### src/rtl/mre_pkg.sv
package mre_pkg;

  // replacement for control codes
  localparam logic [7:0] QMARK_BYTE = 8'h3F;
  localparam logic [7:0] DEL_CODE   = 8'h7F;
  localparam logic [7:0] SPACE_CODE = 8'h20;
  localparam logic [7:0] LEAD2_BYTE = 8'hC0;
  localparam logic [7:0] LEAD3_BYTE = 8'hE0;
  localparam logic [7:0] CONT_BYTE  = 8'h80;

  // index of the final byte of a character
  localparam logic [1:0] LAST_IDX_ONE   = 2'd0;
  localparam logic [1:0] LAST_IDX_TWO   = 2'd1;
  localparam logic [1:0] LAST_IDX_THREE = 2'd2;

  // encoded character: byte 0 goes out first
  typedef struct packed {
    logic [2:0][7:0] bytes;
    logic [1:0]      last_idx;
  } enc_t;

  // unicode code points for mac roman 0x80 .. 0xff
  localparam logic [15:0] UPPER_CP [128] = '{
    16'h00C4, 16'h00C5, 16'h00C7, 16'h00C9, 16'h00D1, 16'h00D6, 16'h00DC, 16'h00E1,
    16'h00E0, 16'h00E2, 16'h00E4, 16'h00E3, 16'h00E5, 16'h00E7, 16'h00E9, 16'h00E8,
    16'h00EA, 16'h00EB, 16'h00ED, 16'h00EC, 16'h00EE, 16'h00EF, 16'h00F1, 16'h00F3,
    16'h00F2, 16'h00F4, 16'h00F6, 16'h00F5, 16'h00FA, 16'h00F9, 16'h00FB, 16'h00FC,
    16'h2020, 16'h00B0, 16'h00A2, 16'h00A3, 16'h00A7, 16'h2022, 16'h00B6, 16'h00DF,
    16'h00AE, 16'h00A9, 16'h2122, 16'h00B4, 16'h00A8, 16'h2260, 16'h00C6, 16'h00D8,
    16'h221E, 16'h00B1, 16'h2264, 16'h2265, 16'h00A5, 16'h00B5, 16'h2202, 16'h2211,
    16'h220F, 16'h03C0, 16'h222B, 16'h00AA, 16'h00BA, 16'h03A9, 16'h00E6, 16'h00F8,
    16'h00BF, 16'h00A1, 16'h00AC, 16'h221A, 16'h0192, 16'h2248, 16'h2206, 16'h00AB,
    16'h00BB, 16'h2026, 16'h00A0, 16'h00C0, 16'h00C3, 16'h00D5, 16'h0152, 16'h0153,
    16'h2013, 16'h2014, 16'h201C, 16'h201D, 16'h2018, 16'h2019, 16'h00F7, 16'h25CA,
    16'h00FF, 16'h0178, 16'h2044, 16'h00A4, 16'h2039, 16'h203A, 16'hFB01, 16'hFB02,
    16'h2021, 16'h00B7, 16'h201A, 16'h201E, 16'h2030, 16'h00C2, 16'h00CA, 16'h00C1,
    16'h00CB, 16'h00C8, 16'h00CD, 16'h00CE, 16'h00CF, 16'h00CC, 16'h00D3, 16'h00D4,
    16'hF8FF, 16'h00D2, 16'h00DA, 16'h00DB, 16'h00D9, 16'h0131, 16'h02C6, 16'h02DC,
    16'h00AF, 16'h02D8, 16'h02D9, 16'h02DA, 16'h00B8, 16'h02DD, 16'h02DB, 16'h02C7
  };

endpackage

### src/rtl/mre_if.sv
// input channel: one mac roman character per transaction
interface mre_in_if;
  logic       valid;
  logic       ready;
  logic [7:0] mac_byte;
  logic       name_end;

  modport source (output valid, output mac_byte, output name_end, input ready);
  modport sink   (input valid, input mac_byte, input name_end, output ready);
endinterface

// result channel: one utf-8 byte per transaction
interface mre_out_if;
  logic       valid;
  logic       ready;
  logic [7:0] utf8_byte;
  logic       char_done;
  logic       name_done;

  modport source (output valid, output utf8_byte, output char_done, output name_done,
                  input ready);
  modport sink   (input valid, input utf8_byte, input char_done, input name_done,
                  output ready);
endinterface

### src/rtl/mre_encode.sv
module mre_encode (
  input  logic [7:0]    mac_byte,
  output mre_pkg::enc_t enc
);
  import mre_pkg::*;

  logic [15:0] cp;
  logic        is_ctrl;

  // table lookup for the upper half
  assign cp      = UPPER_CP[mac_byte[6:0]];
  assign is_ctrl = (mac_byte < SPACE_CODE) || (mac_byte == DEL_CODE);

  // build the one to three utf-8 bytes
  always_comb begin
    enc.bytes    = '0;
    enc.last_idx = LAST_IDX_ONE;
    if (!mac_byte[7]) begin
      enc.bytes[0] = is_ctrl ? QMARK_BYTE : mac_byte;
    end else if (cp[15:11] == 5'd0) begin
      enc.bytes[0] = LEAD2_BYTE | {3'd0, cp[10:6]};
      enc.bytes[1] = CONT_BYTE | {2'd0, cp[5:0]};
      enc.last_idx = LAST_IDX_TWO;
    end else begin
      enc.bytes[0] = LEAD3_BYTE | {4'd0, cp[15:12]};
      enc.bytes[1] = CONT_BYTE | {2'd0, cp[11:6]};
      enc.bytes[2] = CONT_BYTE | {2'd0, cp[5:0]};
      enc.last_idx = LAST_IDX_THREE;
    end
  end

endmodule

### src/rtl/mac_roman_to_utf8_encoder.sv
// Mac Roman to UTF-8 encoder. Each input transaction carries one Mac Roman
// code and the end-of-name flag; the block answers with one byte (ASCII, or
// '?' for control codes), two bytes (code points below U+0800) or three bytes
// per character, one byte per output transaction, with char_done on the final
// byte and name_done on the final byte of the last character. The input is
// registered, then the character is encoded into a byte register that drains
// one byte per cycle while the output is ready, so the output port sets the
// sustained rate (one ASCII character per cycle). An accepted character passes
// the input register and the encoded character register before its first byte
// appears on the output. A new character is taken while the previous one is
// still draining.
module mac_roman_to_utf8_encoder (
  input  logic       clk,
  input  logic       rst_n,
  mre_in_if.sink     in_ch,
  mre_out_if.source  out_ch
);
  import mre_pkg::*;

  // input register stage
  logic       s1_valid_r, s1_valid_nxt;
  logic [7:0] s1_byte_r;
  logic       s1_end_r;

  // encoded character stage
  logic       s2_valid_r, s2_valid_nxt;
  enc_t       s2_enc_r;
  logic       s2_end_r;
  logic [1:0] s2_idx_r, s2_idx_nxt;

  enc_t       enc;
  logic       out_last;
  logic       s2_free;

  mre_encode u_encode (
    .mac_byte (s1_byte_r),
    .enc      (enc)
  );

  // handshake between the stages
  assign out_last    = (s2_idx_r == s2_enc_r.last_idx);
  assign s2_free     = !s2_valid_r || (out_ch.ready && out_last);
  assign in_ch.ready = !s1_valid_r || s2_free;

  // next-state logic
  always_comb begin
    s1_valid_nxt = s1_valid_r;
    s2_valid_nxt = s2_valid_r;
    s2_idx_nxt   = s2_idx_r;
    if (in_ch.ready) begin
      s1_valid_nxt = in_ch.valid;
    end
    if (s2_free) begin
      s2_valid_nxt = s1_valid_r;
      s2_idx_nxt   = 2'd0;
    end else if (out_ch.ready) begin
      s2_idx_nxt = s2_idx_r + 2'd1;
    end
  end

  // control registers
  always_ff @(posedge clk) begin
    if (!rst_n) begin
      s1_valid_r <= 1'b0;
      s2_valid_r <= 1'b0;
      s2_idx_r   <= 2'd0;
    end else begin
      s1_valid_r <= s1_valid_nxt;
      s2_valid_r <= s2_valid_nxt;
      s2_idx_r   <= s2_idx_nxt;
    end
  end

  // payload registers
  always_ff @(posedge clk) begin
    if (in_ch.ready && in_ch.valid) begin
      s1_byte_r <= in_ch.mac_byte;
      s1_end_r  <= in_ch.name_end;
    end
    if (s2_free && s1_valid_r) begin
      s2_enc_r <= enc;
      s2_end_r <= s1_end_r;
    end
  end

  // output byte select
  assign out_ch.valid     = s2_valid_r;
  assign out_ch.utf8_byte = s2_enc_r.bytes[s2_idx_r];
  assign out_ch.char_done = out_last;
  assign out_ch.name_done = out_last && s2_end_r;

endmodule

### src/flat_wrapper.sv
// flat-port wrapper written by rule: the top's interface ports become plain ports
module mac_roman_to_utf8_encoder_flat import mre_pkg::*;
  (clk, rst_n, in_ch_valid, in_ch_mac_byte, in_ch_name_end, in_ch_ready, out_ch_valid, out_ch_utf8_byte, out_ch_char_done, out_ch_name_done, out_ch_ready);
  mre_in_if in_ch_i ();
  mre_out_if out_ch_i ();
  input  logic clk;
  input  logic rst_n;
  input wire logic [$bits(in_ch_i.valid)-1:0] in_ch_valid;
  input wire logic [$bits(in_ch_i.mac_byte)-1:0] in_ch_mac_byte;
  input wire logic [$bits(in_ch_i.name_end)-1:0] in_ch_name_end;
  output wire logic [$bits(in_ch_i.ready)-1:0] in_ch_ready;
  output wire logic [$bits(out_ch_i.valid)-1:0] out_ch_valid;
  output wire logic [$bits(out_ch_i.utf8_byte)-1:0] out_ch_utf8_byte;
  output wire logic [$bits(out_ch_i.char_done)-1:0] out_ch_char_done;
  output wire logic [$bits(out_ch_i.name_done)-1:0] out_ch_name_done;
  input wire logic [$bits(out_ch_i.ready)-1:0] out_ch_ready;
  assign in_ch_i.valid = in_ch_valid;
  assign in_ch_i.mac_byte = in_ch_mac_byte;
  assign in_ch_i.name_end = in_ch_name_end;
  assign in_ch_ready = in_ch_i.ready;
  assign out_ch_valid = out_ch_i.valid;
  assign out_ch_utf8_byte = out_ch_i.utf8_byte;
  assign out_ch_char_done = out_ch_i.char_done;
  assign out_ch_name_done = out_ch_i.name_done;
  assign out_ch_i.ready = out_ch_ready;
  mac_roman_to_utf8_encoder u_core (.clk(clk), .rst_n(rst_n), .in_ch(in_ch_i), .out_ch(out_ch_i));
endmodule
### config.mk
export PLATFORM = sky130hd
export DESIGN_NAME = mac_roman_to_utf8_encoder_flat
export DESIGN_NICKNAME = d
export VERILOG_FILES = /design/src/rtl/mre_pkg.sv /design/src/rtl/mre_if.sv /design/src/rtl/mre_encode.sv /design/src/rtl/mac_roman_to_utf8_encoder.sv /design/src/flat_wrapper.sv
export SDC_FILE = /design/constraint.sdc
export NUM_CORES = 1
export LEC_CHECK = 0
export BUFFER_PORTS_ARGS = -buffer_cell sky130_fd_sc_hd__buf_4
export CORE_AREA = 2 2 108 110
export CTS_CLUSTER_DIAMETER = 80
export CTS_CLUSTER_SIZE = 12
export DETAILED_ROUTE_END_ITERATION = 6
export DIE_AREA = 0 0 110 112
export SLEW_MARGIN = 10
export SYNTH_ARGS = -nofsm -noshare
export SYNTH_HDL_FRONTEND = slang
export SYNTH_HIERARCHICAL = 1
export SYNTH_SLANG_ARGS = --single-unit
### constraint.sdc
create_clock -name clk -period 7 [get_ports clk]
set_input_delay 0.35 -clock clk [delete_from_list [all_inputs] [get_ports clk]]
set_output_delay 0.35 -clock clk [all_outputs]
set_load 0.03 [all_outputs]
==> key figures, run 1 <==
GRT
  – Grt ovf: 0
  – Number of global-route vias before repair: 3227
  – Initial antenna violation count: 0
  – Largest net degree at the start of global routing: 75
  – Global-route wire length before repair: 17100 µm
  – GRT Resource Usage Total: 0.175

Clock network
  – Resized cells post-CTS: 0
  – H-tree Lvls: 2
  – TritonCTS Buffers: 5
  – Clk sinks: 40
  – Post-CTS setup buffers: 0
  – CTS tree: yes
  – Worst skew pair latency: 0.28 ns
  – Clk slew on worst S/H paths: 0.06 ns
  – Clk buf depth: 2
  – Clk root buf: clkbuf_16
  – CTS Hold Bufs: 0

Placement
  – Post-DP HPWL: 7210 µm
  – Dpl cells: 568
  – Routability congestion estimate: 0.906
  – # port buffers: 24
  – DP Area: 3890 µm²

Synth
  – Syn_area_per_cell: 8.65 µm²
  – Number of synthesized flops with an enable pin: 36
  – Post-Syn Instances: 444
  – Warnings from Yosys: 6
  – Cell Area, Synth: 3840 µm²
  – Asr flop ratio synth: 0
  – Post-synth cell types: 71
  – Main flop type after synthesis: edfxtp_1
  – Sequential share of the synthesized area: 0.302
  – Synth Register Bits: 40

Detailed routing
  – Iter 0 DRT Violations: 576
  – Total number of vias: 3495
  – Initial DRT Pass Iterations: 5
  – ANT nets after route: 0
  – Routed Wire Length: 10700 µm
  – Routed len/inst: 18.6 µm
  – Via density: 6.07
  – DRC: 0

Power
  – P_int: 0.519 mW
  – Clk pwr share: 0.351
  – Pwr Total: 0.749 mW
  – PwrDens: 184 nW/µm²
  – Peak supply drop: 0.130 mV
  – Gate power share: 0.264
  – Psw: 0.230 mW
  – Leakage: 1.43 nW
  – Part of the power in registers: 0.385
  – Sw Ratio: 0.307

Timing
  – Relative slew slack: 0.395
  – Min Tclk post-route: 3.74 ns
  – # setup viols final: 0
  – Slew @ Worst Pin: 0.908 ns
  – Final period utilization: 0.535
  – Fmax: 267 MHz
  – Post-Route Skew: 0.00515 ns
  – Slew Viols, Final: 0
  – Unrepaired setup endpoints after global routing: false
  – Setup TNS: 0 ns
  – Final hold violation count: 0

Finish
  – Post-route insts no fill: 576
  – Storage element area: 1160 µm²
  – Area grow syn2layout: 5.77%
  – Most common cell after layout, fill and taps aside: nand2_1
  – Multi-input logic area: 2260 µm²
  – Final core utilization: 0.363
  – Layout fillers: 1127
  – ANT cells: 0
  – Share of cells above drive strength 1: 0.141
  – Most frequent cells in the layout: nand2_1 (41), edfxtp_1 (36), nor2_1 (32)
  – Post-route cell area: 4060 µm²
  – Layout Nets: 459

Worst setup path
  – Reg-to-reg endpoint: u_core/s2_enc_r[10]$_DFFE_PP_
  – Crit Path Max Fanout: 24
  – CP arrival: 3.72 ns
  – Worst R2R Path Depth: 8
  – Crit path required time: 6.98 ns
  – Crit. End Element: flop
  – CP startpoint kind: flop
  – Worst r2r src: u_core/s1_byte_r[1]$_DFFE_PP_
  – Critical path class: reg -> reg
  – Flop-to-flop setup slack: 3.26 ns

Hold path
  – Hold EP: u_core/s1_byte_r[1]$_DFFE_PP_
  – Worst min-delay path startpoint: in_ch_mac_byte[1]
  – Hold Path Class: in -> reg
  – Min-Delay Path Depth: 1

Status
  – Status: finished clean

Floorplan
  – Num ports: 25
  – Cell Rows: 39
  – Die W: 110 µm
  – Core Region: 11200 µm²
  – Die span in y: 112 µm
  – Die area: 12300 µm²
  – Starting Density: 0.344

Job
  – Max Cap Viol: 0
critical path, stage by stage (launching register included):
cell       delay [ns]
edfxtp_1         0.94
inv_1            0.38
ha_1             0.61
mux2i_1          0.24
nor2_1           0.05
o2bb2ai_1        0.19
o22ai_2          0.14
o21ai_1          0.72
o22ai_1          0.15
kinds of logic (layout without fill, tap and decap cells):
group,count (synthesis),in the layout,share of synthesized area
multiplexers,22,22,0.0652
AO/OA/AOI/OAI,151,151,0.273
other,1,2,0.000977
adder cells (fa/ha/maj),14,14,0.0456
flip-flops,40,40,0.302
XOR/XNOR,5,5,0.0114
AND/OR/NAND/NOR,144,144,0.190
buffers and inverters,67,55,0.111
layer usage:
layer / up-vias / GRT usage / part of all wire
met5: - / 0 / 0
met4: 0 / 0.0591 / 0.032
met3: 31 / 0.0246 / 0.067
met2: 183 / 0.269 / 0.45
met1: 1656 / 0.249 / 0.45
li1: 1625 / - / -
power groups by stage:
stage | Combinational (mW) | Sequential, mW | Clock [mW]
CTS | 0.193 | 0.288 | 0.270
floorplan | 0.155 | 0.290 | 0
global route | 0.213 | 0.290 | 0.283
finish | 0.197 | 0.288 | 0.263
global placement | 0.192 | 0.293 | 0
detailed placement | 0.192 | 0.293 | 0
through the flow:
| stage | setup slack (ns) | hold WS [ns] |
|---|---|---|
| global route | 2.98 | 0.235 |
| floorplan | 4.46 | 0.400 |
| finish | 3.26 | 0.243 |
| global placement | 3.47 | 0.405 |
| detailed placement | 3.37 | 0.417 |
| CTS | 3.34 | 0.236 |
area by class of cell:
cell class,instances,area share
Clock buffer,5,0.0308
Multi-Input combinational cell,338,0.557
Timing Repair Buffer,30,0.0555
Tap cell,143,0.0441
Inverter,17,0.0157
Clock inverter,3,0.0114
Sequential cell,40,0.286
sequential cells by signal, indices dropped and copies added (netlist names):
signal	cells
u_core/out_ch.valid	1
u_core/s2_enc_r	26
u_core/s2_end_r	1
u_core/s1_end_r	1
u_core/s2_idx_r	2
u_core/s1_valid_r	1
u_core/s1_byte_r	8
synth_stat cells, types with 3 or more instances:
| library cell | count | share of area |
|---|---|---|
| nand2_1 | 41 | 0.040 |
| edfxtp_1 | 36 | 0.28 |
| nor2_1 | 32 | 0.031 |
| o21ai_0 | 24 | 0.031 |
| a21oi_1 | 18 | 0.023 |
| nand2b_1 | 17 | 0.028 |
| nor2b_1 | 17 | 0.028 |
| mux2i_1 | 16 | 0.042 |
| a31oi_1 | 15 | 0.024 |
| inv_1 | 15 | 0.015 |
| ha_1 | 14 | 0.046 |
| buf_2 | 13 | 0.017 |
| o21ai_1 | 13 | 0.017 |
| buf_4 | 11 | 0.022 |
| buf_6 | 11 | 0.032 |
| clkbuf_1 | 11 | 0.011 |
| o211ai_1 | 10 | 0.020 |
| o22ai_1 | 10 | 0.016 |
| a211oi_1 | 7 | 0.014 |
| a311oi_1 | 6 | 0.014 |
| a2111oi_0 | 5 | 0.011 |
| and3_1 | 5 | 0.0081 |
| nand3_1 | 5 | 0.0065 |
| a221oi_1 | 4 | 0.0091 |
| a22oi_1 | 4 | 0.0078 |
| dfxtp_1 | 4 | 0.021 |
| mux2_2 | 4 | 0.012 |
| o221ai_1 | 4 | 0.0091 |
| or3_1 | 4 | 0.0065 |
| xnor2_1 | 4 | 0.0091 |
| and2_1 | 3 | 0.0049 |
| buf_8 | 3 | 0.012 |
| nor3_1 | 3 | 0.0039 |
| o2bb2ai_1 | 3 | 0.0068 |
| or2_2 | 3 | 0.0049 |
worst max-delay path by stage:
stage,from,to,cells after the start
2_1_floorplan,u_core/s2_enc_r[0]$_DFFE_PP_,u_core/s2_enc_r[0]$_DFFE_PP_,3
3_3_place_gp,u_core/s1_byte_r[1]$_DFFE_PP_,u_core/s2_enc_r[14]$_DFFE_PP_,8
3_5_place_dp,u_core/s1_byte_r[1]$_DFFE_PP_,u_core/s2_enc_r[14]$_DFFE_PP_,8
4_1_cts,u_core/s1_byte_r[1]$_DFFE_PP_,u_core/s2_enc_r[14]$_DFFE_PP_,8
5_1_grt,u_core/s1_byte_r[1]$_DFFE_PP_,u_core/s2_enc_r[10]$_DFFE_PP_,8
6_report,u_core/s1_byte_r[1]$_DFFE_PP_,u_core/s2_enc_r[10]$_DFFE_PP_,8
No activity file was read; power rests on OpenSTA's default activity.
==> run 2, diff against run 1 <==
Settings changed: ABC_AREA from default to 1, CORE_AREA 2 2 108 110 to 2 2 106 108, DIE_AREA 0 0 110 112 to 0 0 108 110.
Clock period 7 ns to 3.4 ns, I/O delays scaled along.
==> run 2 against run 1 <==
  * First-iteration DRC count shrank 0.52%
  * Synthesized cell count grew 23%
  * Design area shrank 2.0%
  * Register-to-register slack lost 2.4 ns
  * Synthesized area shrank 4.3%
  * Non-clock buffer count grew 3
  * Routed wire length grew 19%
  * Count of clock-buffer cells in the layout grew 1
  * Clock skew grew 0.0083 ns
  * Sequential power grew 110%
  * Flip-flop and latch count is the same
  * Critical path type unchanged
  * Critical endpoint is now u_core/s2_enc_r[11]$_DFFE_PP_
  * Largest power group unchanged
==> key figures, run 2 <==
Floorplan
  – Core Region: 10700 µm²
  – Die W: 108 µm
  – Die span in y: 110 µm
  – Die area: 11900 µm²
  – Num ports: 25
  – Cell Rows: 38
  – Starting Density: 0.343

Timing
  – Relative slew slack: 0.502
  – Unrepaired setup endpoints after global routing: false
  – Setup TNS: 0 ns
  – Min Tclk post-route: 2.50 ns
  – # setup viols final: 0
  – Post-Route Skew: 0.0135 ns
  – Slew @ Worst Pin: 0.746 ns
  – Final hold violation count: 0
  – Slew Viols, Final: 0
  – Final period utilization: 0.736
  – Hold slack: 0.0326 ns
  – Fmax: 399 MHz

Synth
  – Leading post-synthesis cells by cell area: edfxtp_1 (29%), nand2_1 (18%), nand3_1 (11%), o21ai_0 (6.3%), inv_1 (4.8%)
  – Syn_area_per_cell: 6.70 µm²
  – Post-synth cell types: 36
  – Post-Syn Instances: 548
  – Post-synth top area cell: edfxtp_1
  – Synth Register Bits: 40
  – Asr flop ratio synth: 0
  – Area share of the largest cell type after synthesis: 0.294
  – Top post-synthesis cells by count: nand2_1 (176), nand3_1 (78), inv_1 (47)
  – Warnings from Yosys: 6
  – Most common cell in the synthesized netlist: nand2_1
  – Number of synthesized flops with an enable pin: 36
  – Main flop type after synthesis: edfxtp_1
  – Cell Area, Synth: 3670 µm²
  – Sequential share of the synthesized area: 0.316

Detailed routing
  – Routed len/inst: 18.3 µm
  – Iter 0 DRT Violations: 573
  – DRC: 0
  – Routed Wire Length: 12800 µm
  – Initial DRT Pass Iterations: 5
  – Via density: 5.66
  – Total number of vias: 3961
  – ANT nets after route: 0

Finish
  – Layout fillers: 1161
  – Most flop-heavy register: u_core/s2_enc_r
  – Most frequent cells in the layout: nand2_1 (176), nand3_1 (78), inv_1 (47)
  – Largest register FFs: 26
  – Share of cells above drive strength 1: 0.121
  – ANT cells: 0
  – Layout Nets: 586
  – Storage element area: 1160 µm²
  – Multi-input logic area: 2110 µm²
  – Top Registers: u_core/s2_enc_r (26), u_core/s1_byte_r (8), u_core/s2_idx_r (2)
  – Area grow syn2layout: 8.35%
  – Most common cell after layout, fill and taps aside: nand2_1

Worst setup path
  – CP most frequent cell: inv_1
  – Crit path required time: 3.45 ns
  – Crit. End Element: flop
  – Slowest CP cell: edfxtp_1
  – Slowest stage delay, CP: 0.39 ns
  – Cells along the critical path: inv_1, ha_1, inv_1, nor2_1, nand3_1, nand2_1, nand3_1, inv_1, nor2_2, inv_1, nor2_4, nand2_1, nand2_1
  – Crit Path Max Fanout: 10
  – Critical path class: reg -> reg
  – CP arrival: 2.55 ns
  – CP startpoint kind: flop

GRT
  – Initial antenna violation count: 0
  – Largest net degree at the start of global routing: 45
  – Grt ovf: 0
  – Number of global-route vias before repair: 3625
  – Global-route wire length before repair: 20300 µm
  – GRT Resource Usage Total: 0.224

Power
  – Peak supply drop: 0.161 mV
  – Leakage: 1.83 nW
  – PwrDens: 342 nW/µm²

Clock network
  – Worst skew pair latency: 0.31 ns
  – Clk sinks: 40
  – Post-CTS setup buffers: 0
  – Resized cells post-CTS: 0
  – CTS Hold Bufs: 0
  – TritonCTS Buffers: 5
  – Clk buf depth: 2
  – H-tree Lvls: 2
  – Clk root buf: clkbuf_8
  – CTS tree: yes
  – Clk slew on worst S/H paths: 0.09 ns

Hold path
  – Hold Path Class: in -> reg

Job
  – Max Cap Viol: 0

Placement
  – Routability congestion estimate: 1.02
  – # port buffers: 24
  – Post-DP HPWL: 9640 µm

Status
  – Status: finished clean
-- run 2: cell count changes after synthesis, moves of 8 or more --
cell,before,now
a31oi_1,15,3
inv_1,15,47
mux2i_1,16,0
nand2_1,41,176
nand2b_1,17,0
nand3_1,5,78
nor2b_1,17,0
o21ai_0,24,46
o21ai_1,13,2
o22ai_1,10,2
-- run 2: metrics by stage --
| stage | utilization | power [mW] | setup WS, ns | cell area, µm² | std cells |
|---|---|---|---|---|---|
| global route | 0.372 | 1.44 | 0.709 | 3980 | 700 |
| floorplan | - | 0.910 | 0.948 | 3680 | 549 |
| finish | 0.372 | 1.36 | 0.896 | 3980 | 700 |
| global placement | 0.364 | 1.05 | 0.902 | 3890 | 692 |
| detailed placement | 0.364 | 1.04 | 0.972 | 3890 | 692 |
| CTS | 0.372 | 1.36 | 0.942 | 3980 | 700 |
-- run 2: path summary, 6_finish.rpt --
check / from / to / slack, ns / depth (start not counted)
hold reg to reg: u_core/s1_end_r$_DFFE_PP_ / u_core/s2_end_r$_DFFE_PP_ / 0.46 / 0
setup / recovery: u_core/s1_byte_r[1]$_DFFE_PP_ / u_core/s2_enc_r[11]$_DFFE_PP_ / 0.90 / 13
hold / removal: in_ch_mac_byte[6] / u_core/s1_byte_r[6]$_DFFE_PP_ / 0.03 / 1
setup reg to reg: u_core/s1_byte_r[1]$_DFFE_PP_ / u_core/s2_enc_r[11]$_DFFE_PP_ / 0.90 / 13
-- run 2: worst max-delay path: cells and delay by family (launching register included) --
kind | cells | cell delay (ns)
DFF | 1 | 0.39
adders and majority gates | 1 | 0.38
and+or+nand+nor | 8 | 0.86
buffers and inverters | 4 | 0.63
-- run 2: metal layers --
layer | up-vias | track usage | wire (µm)
li1 | 1825 | - | -
met1 | 1801 | 0.305 | 5220
met2 | 275 | 0.350 | 5740
met3 | 60 | 0.0323 | 1050
met4 | 0 | 0.110 | 803
met5 | - | 0 | 0
-- run 2: layout make-up --
type / count / area share
Clock inverter: 2 / 0.00314
Clock buffer: 6 / 0.0182
Tap cell: 140 / 0.0440
Inverter: 52 / 0.0491
Multi-Input combinational cell: 427 / 0.531
Timing Repair Buffer: 33 / 0.0623
Sequential cell: 40 / 0.292
-- run 2: logic make-up after synthesis --
| group | Yosys count | synth area share |
|---|---|---|
| simple gates | 322 | 0.389 |
| compound gates | 87 | 0.132 |
| buf+inv | 82 | 0.110 |
| flops | 40 | 0.316 |
| fa+ha+maj | 14 | 0.0477 |
| xor+xnor | 2 | 0.00477 |
| other cells | 1 | 0.00102 |
-- run 2: report_power, final --
part	internal [mW]	switching, mW
clock network	0.144	0.180
logic	0.130	0.310
registers	0.575	0.0228
==> run 3, diff against run 2 <==
Clock period 3.4 ns to 2.4 ns, I/O delays scaled along.
==> run 3 against run 2 <==
  * Count of clock-buffer cells in the layout shrank 1
  * Worst setup slack lost 0.74 ns
  * First-iteration DRC count shrank 34%
  * Critical path type unchanged
  * Hold slack gained 0.052 ns
  * Sequential share of layout area shrank 2.6 points
  * Total power grew 55%
  * Highest routed layer unchanged
==> key figures, run 3 (synthesis gave the netlist of run 2 again) <==
Timing
  – Slew Viols, Final: 0
  – # setup viols final: 0
  – Setup TNS: 0 ns
  – Unrepaired setup endpoints after global routing: false
  – Min Tclk post-route: 2.24 ns
  – Fmax: 446 MHz
  – Final period utilization: 0.934
  – Final hold violation count: 0
  – Post-Route Skew: 0.0102 ns

Detailed routing
  – Routed Wire Length: 13800 µm
  – ANT nets after route: 0
  – Routed len/inst: 18.6 µm
  – Total number of vias: 3935
  – Iter 0 DRT Violations: 381
  – DRC: 0
  – Initial DRT Pass Iterations: 5
  – Via density: 5.31

Finish
  – Storage element area: 1160 µm²
  – Top Registers: u_core/s2_enc_r (26), u_core/s1_byte_r (8), u_core/s2_idx_r (2)
  – Most frequent cells in the layout: nand2_1 (176), nand3_1 (78), buf_4 (62)
  – Most flop-heavy register: u_core/s2_enc_r
  – Most common cell after layout, fill and taps aside: nand2_1
  – Area grow syn2layout: 19.1%
  – Multi-input logic area: 2120 µm²
  – ANT cells: 0
  – Largest register FFs: 26
  – Layout Nets: 627
  – Layout fillers: 1176
  – Share of cells above drive strength 1: 0.168

Hold path
  – Min-Delay Path Depth: 3
  – Hold Path Class: in -> reg

Clock network
  – Worst skew pair latency: 0.30 ns
  – H-tree Lvls: 2
  – Clk sinks: 40
  – Clk buf depth: 2
  – Clk slew on worst S/H paths: 0.09 ns
  – TritonCTS Buffers: 5
  – CTS tree: yes
  – Clk root buf: clkbuf_8

Power
  – P_int: 1.36 mW
  – PwrDens: 482 nW/µm²
  – Clk pwr share: 0.266
  – Sw Ratio: 0.354
  – Part of the power in registers: 0.398
  – Pwr Total: 2.11 mW
  – Leakage: 2.04 nW
  – Psw: 0.747 mW
  – Peak supply drop: 0.254 mV
  – Gate power share: 0.336

Status
  – Status: finished clean

Placement
  – # port buffers: 24
  – Routability congestion estimate: 1.01
  – Post-DP HPWL: 11000 µm

GRT
  – Global-route wire length before repair: 21500 µm
  – Grt ovf: 0
  – Initial antenna violation count: 0
  – Largest net degree at the start of global routing: 40
  – Number of global-route vias before repair: 3922
  – GRT Resource Usage Total: 0.244

Floorplan
  – Starting Density: 0.343
  – Cell Rows: 38
  – Num ports: 25
  – Die span in y: 110 µm
  – Core Region: 10700 µm²
  – Die W: 108 µm
  – Die area: 11900 µm²

Worst setup path
  – Cells along the critical path: inv_1, buf_4, ha_1, inv_1, nand2_1, nand2_1, o21ai_0, nand2_1, nand2_1, o21ai_1, and2_1
  – Crit. End Element: flop
  – CP arrival: 2.30 ns
  – Worst R2R Path Depth: 11
  – CP most frequent cell: nand2_1
  – Crit path required time: 2.46 ns
  – Critical path class: reg -> reg
  – Slowest CP cell: edfxtp_1
  – Slowest stage delay, CP: 0.45 ns
  – CP startpoint kind: flop
  – Crit Path Max Fanout: 6

Job
  – Max Cap Viol: 0
## run 3: cell count changes in the layout (fill, tap and decap cells not counted)
cell and delta:
bufinv_16 +1, o21ai_1 +1, dlygate4sd3_1 +9, buf_12 +3
clkinvlp_4 -1, clkinv_2 -1, ha_2 +1, clkinv_4 +1
ha_1 -1, o21ai_0 -1, buf_4 +29, clkbuf_1 -1
clkinv_1 +1
## run 3: routing by layer
| metal | GRT usage | routed length, µm | up-vias |
|---|---|---|---|
| li1 | - | - | 1910 |
| met1 | 0.299 | 5710 | 1805 |
| met2 | 0.412 | 6450 | 173 |
| met3 | 0.0347 | 762 | 47 |
| met4 | 0.136 | 835 | 0 |
| met5 | 0 | 0 | - |
## run 3: path summary, 6_finish.rpt
kind	start	slack, ns	endpoint
max reg2reg	u_core/s1_byte_r[0]$_DFFE_PP_	0.16	u_core/s2_enc_r[18]$_DFFE_PP_
max	u_core/s1_byte_r[0]$_DFFE_PP_	0.16	u_core/s2_enc_r[18]$_DFFE_PP_
min	in_ch_valid	0.08	u_core/s1_valid_r$_SDFFE_PN0P_
min reg2reg	u_core/s1_end_r$_DFFE_PP_	0.45	u_core/s2_end_r$_DFFE_PP_
## run 3: timing repair
item	CTS	global route
setup endpoints to repair	0	7
endpoints found under the hold margin	9	0
resized for setup	0	2
buffers inserted	0	0
hold buffers	9	0
## run 3: layout make-up
type,instances,area share
Clock buffer,5,0.0157
Multi-Input combinational cell,427,0.484
Sequential cell,40,0.265
Tap cell,140,0.0400
Inverter,52,0.0446
Timing Repair Buffer,74,0.141
Clock inverter,3,0.00972
## run 3: power by group through the flow
stage	registers (mW)	logic [mW]	clock network [mW]
2_1_floorplan	0.852	0.436	0
3_3_place_gp	0.854	0.703	0
3_5_place_dp	0.855	0.683	0
4_1_cts	0.839	0.697	0.569
5_1_grt	0.843	0.775	0.595
6_report	0.839	0.709	0.562
## run 3: through the flow
step,hold WS (ns),setup WS [ns],instance area [µm²],utilization,cells
2_1_floorplan,0.219,0.271,3680,-,549
3_5_place_dp,0.299,0.148,4170,0.390,724
6_report,0.0848,0.158,4380,0.409,741
5_1_grt,0.0992,0.0177,4380,0.409,741
4_1_cts,0.0843,0.134,4370,0.409,741
3_3_place_gp,0.299,0.0526,4170,0.390,724
## run 3: critical path: cells and delay by family (launching register included)
kind | cells | cell delay (ns)
AO/OA/AOI/OAI | 2 | 0.31
adder cells (fa/ha/maj) | 1 | 0.25
buffers and inverters | 3 | 0.47
flip-flops | 1 | 0.45
AND/OR/NAND/NOR | 5 | 0.52
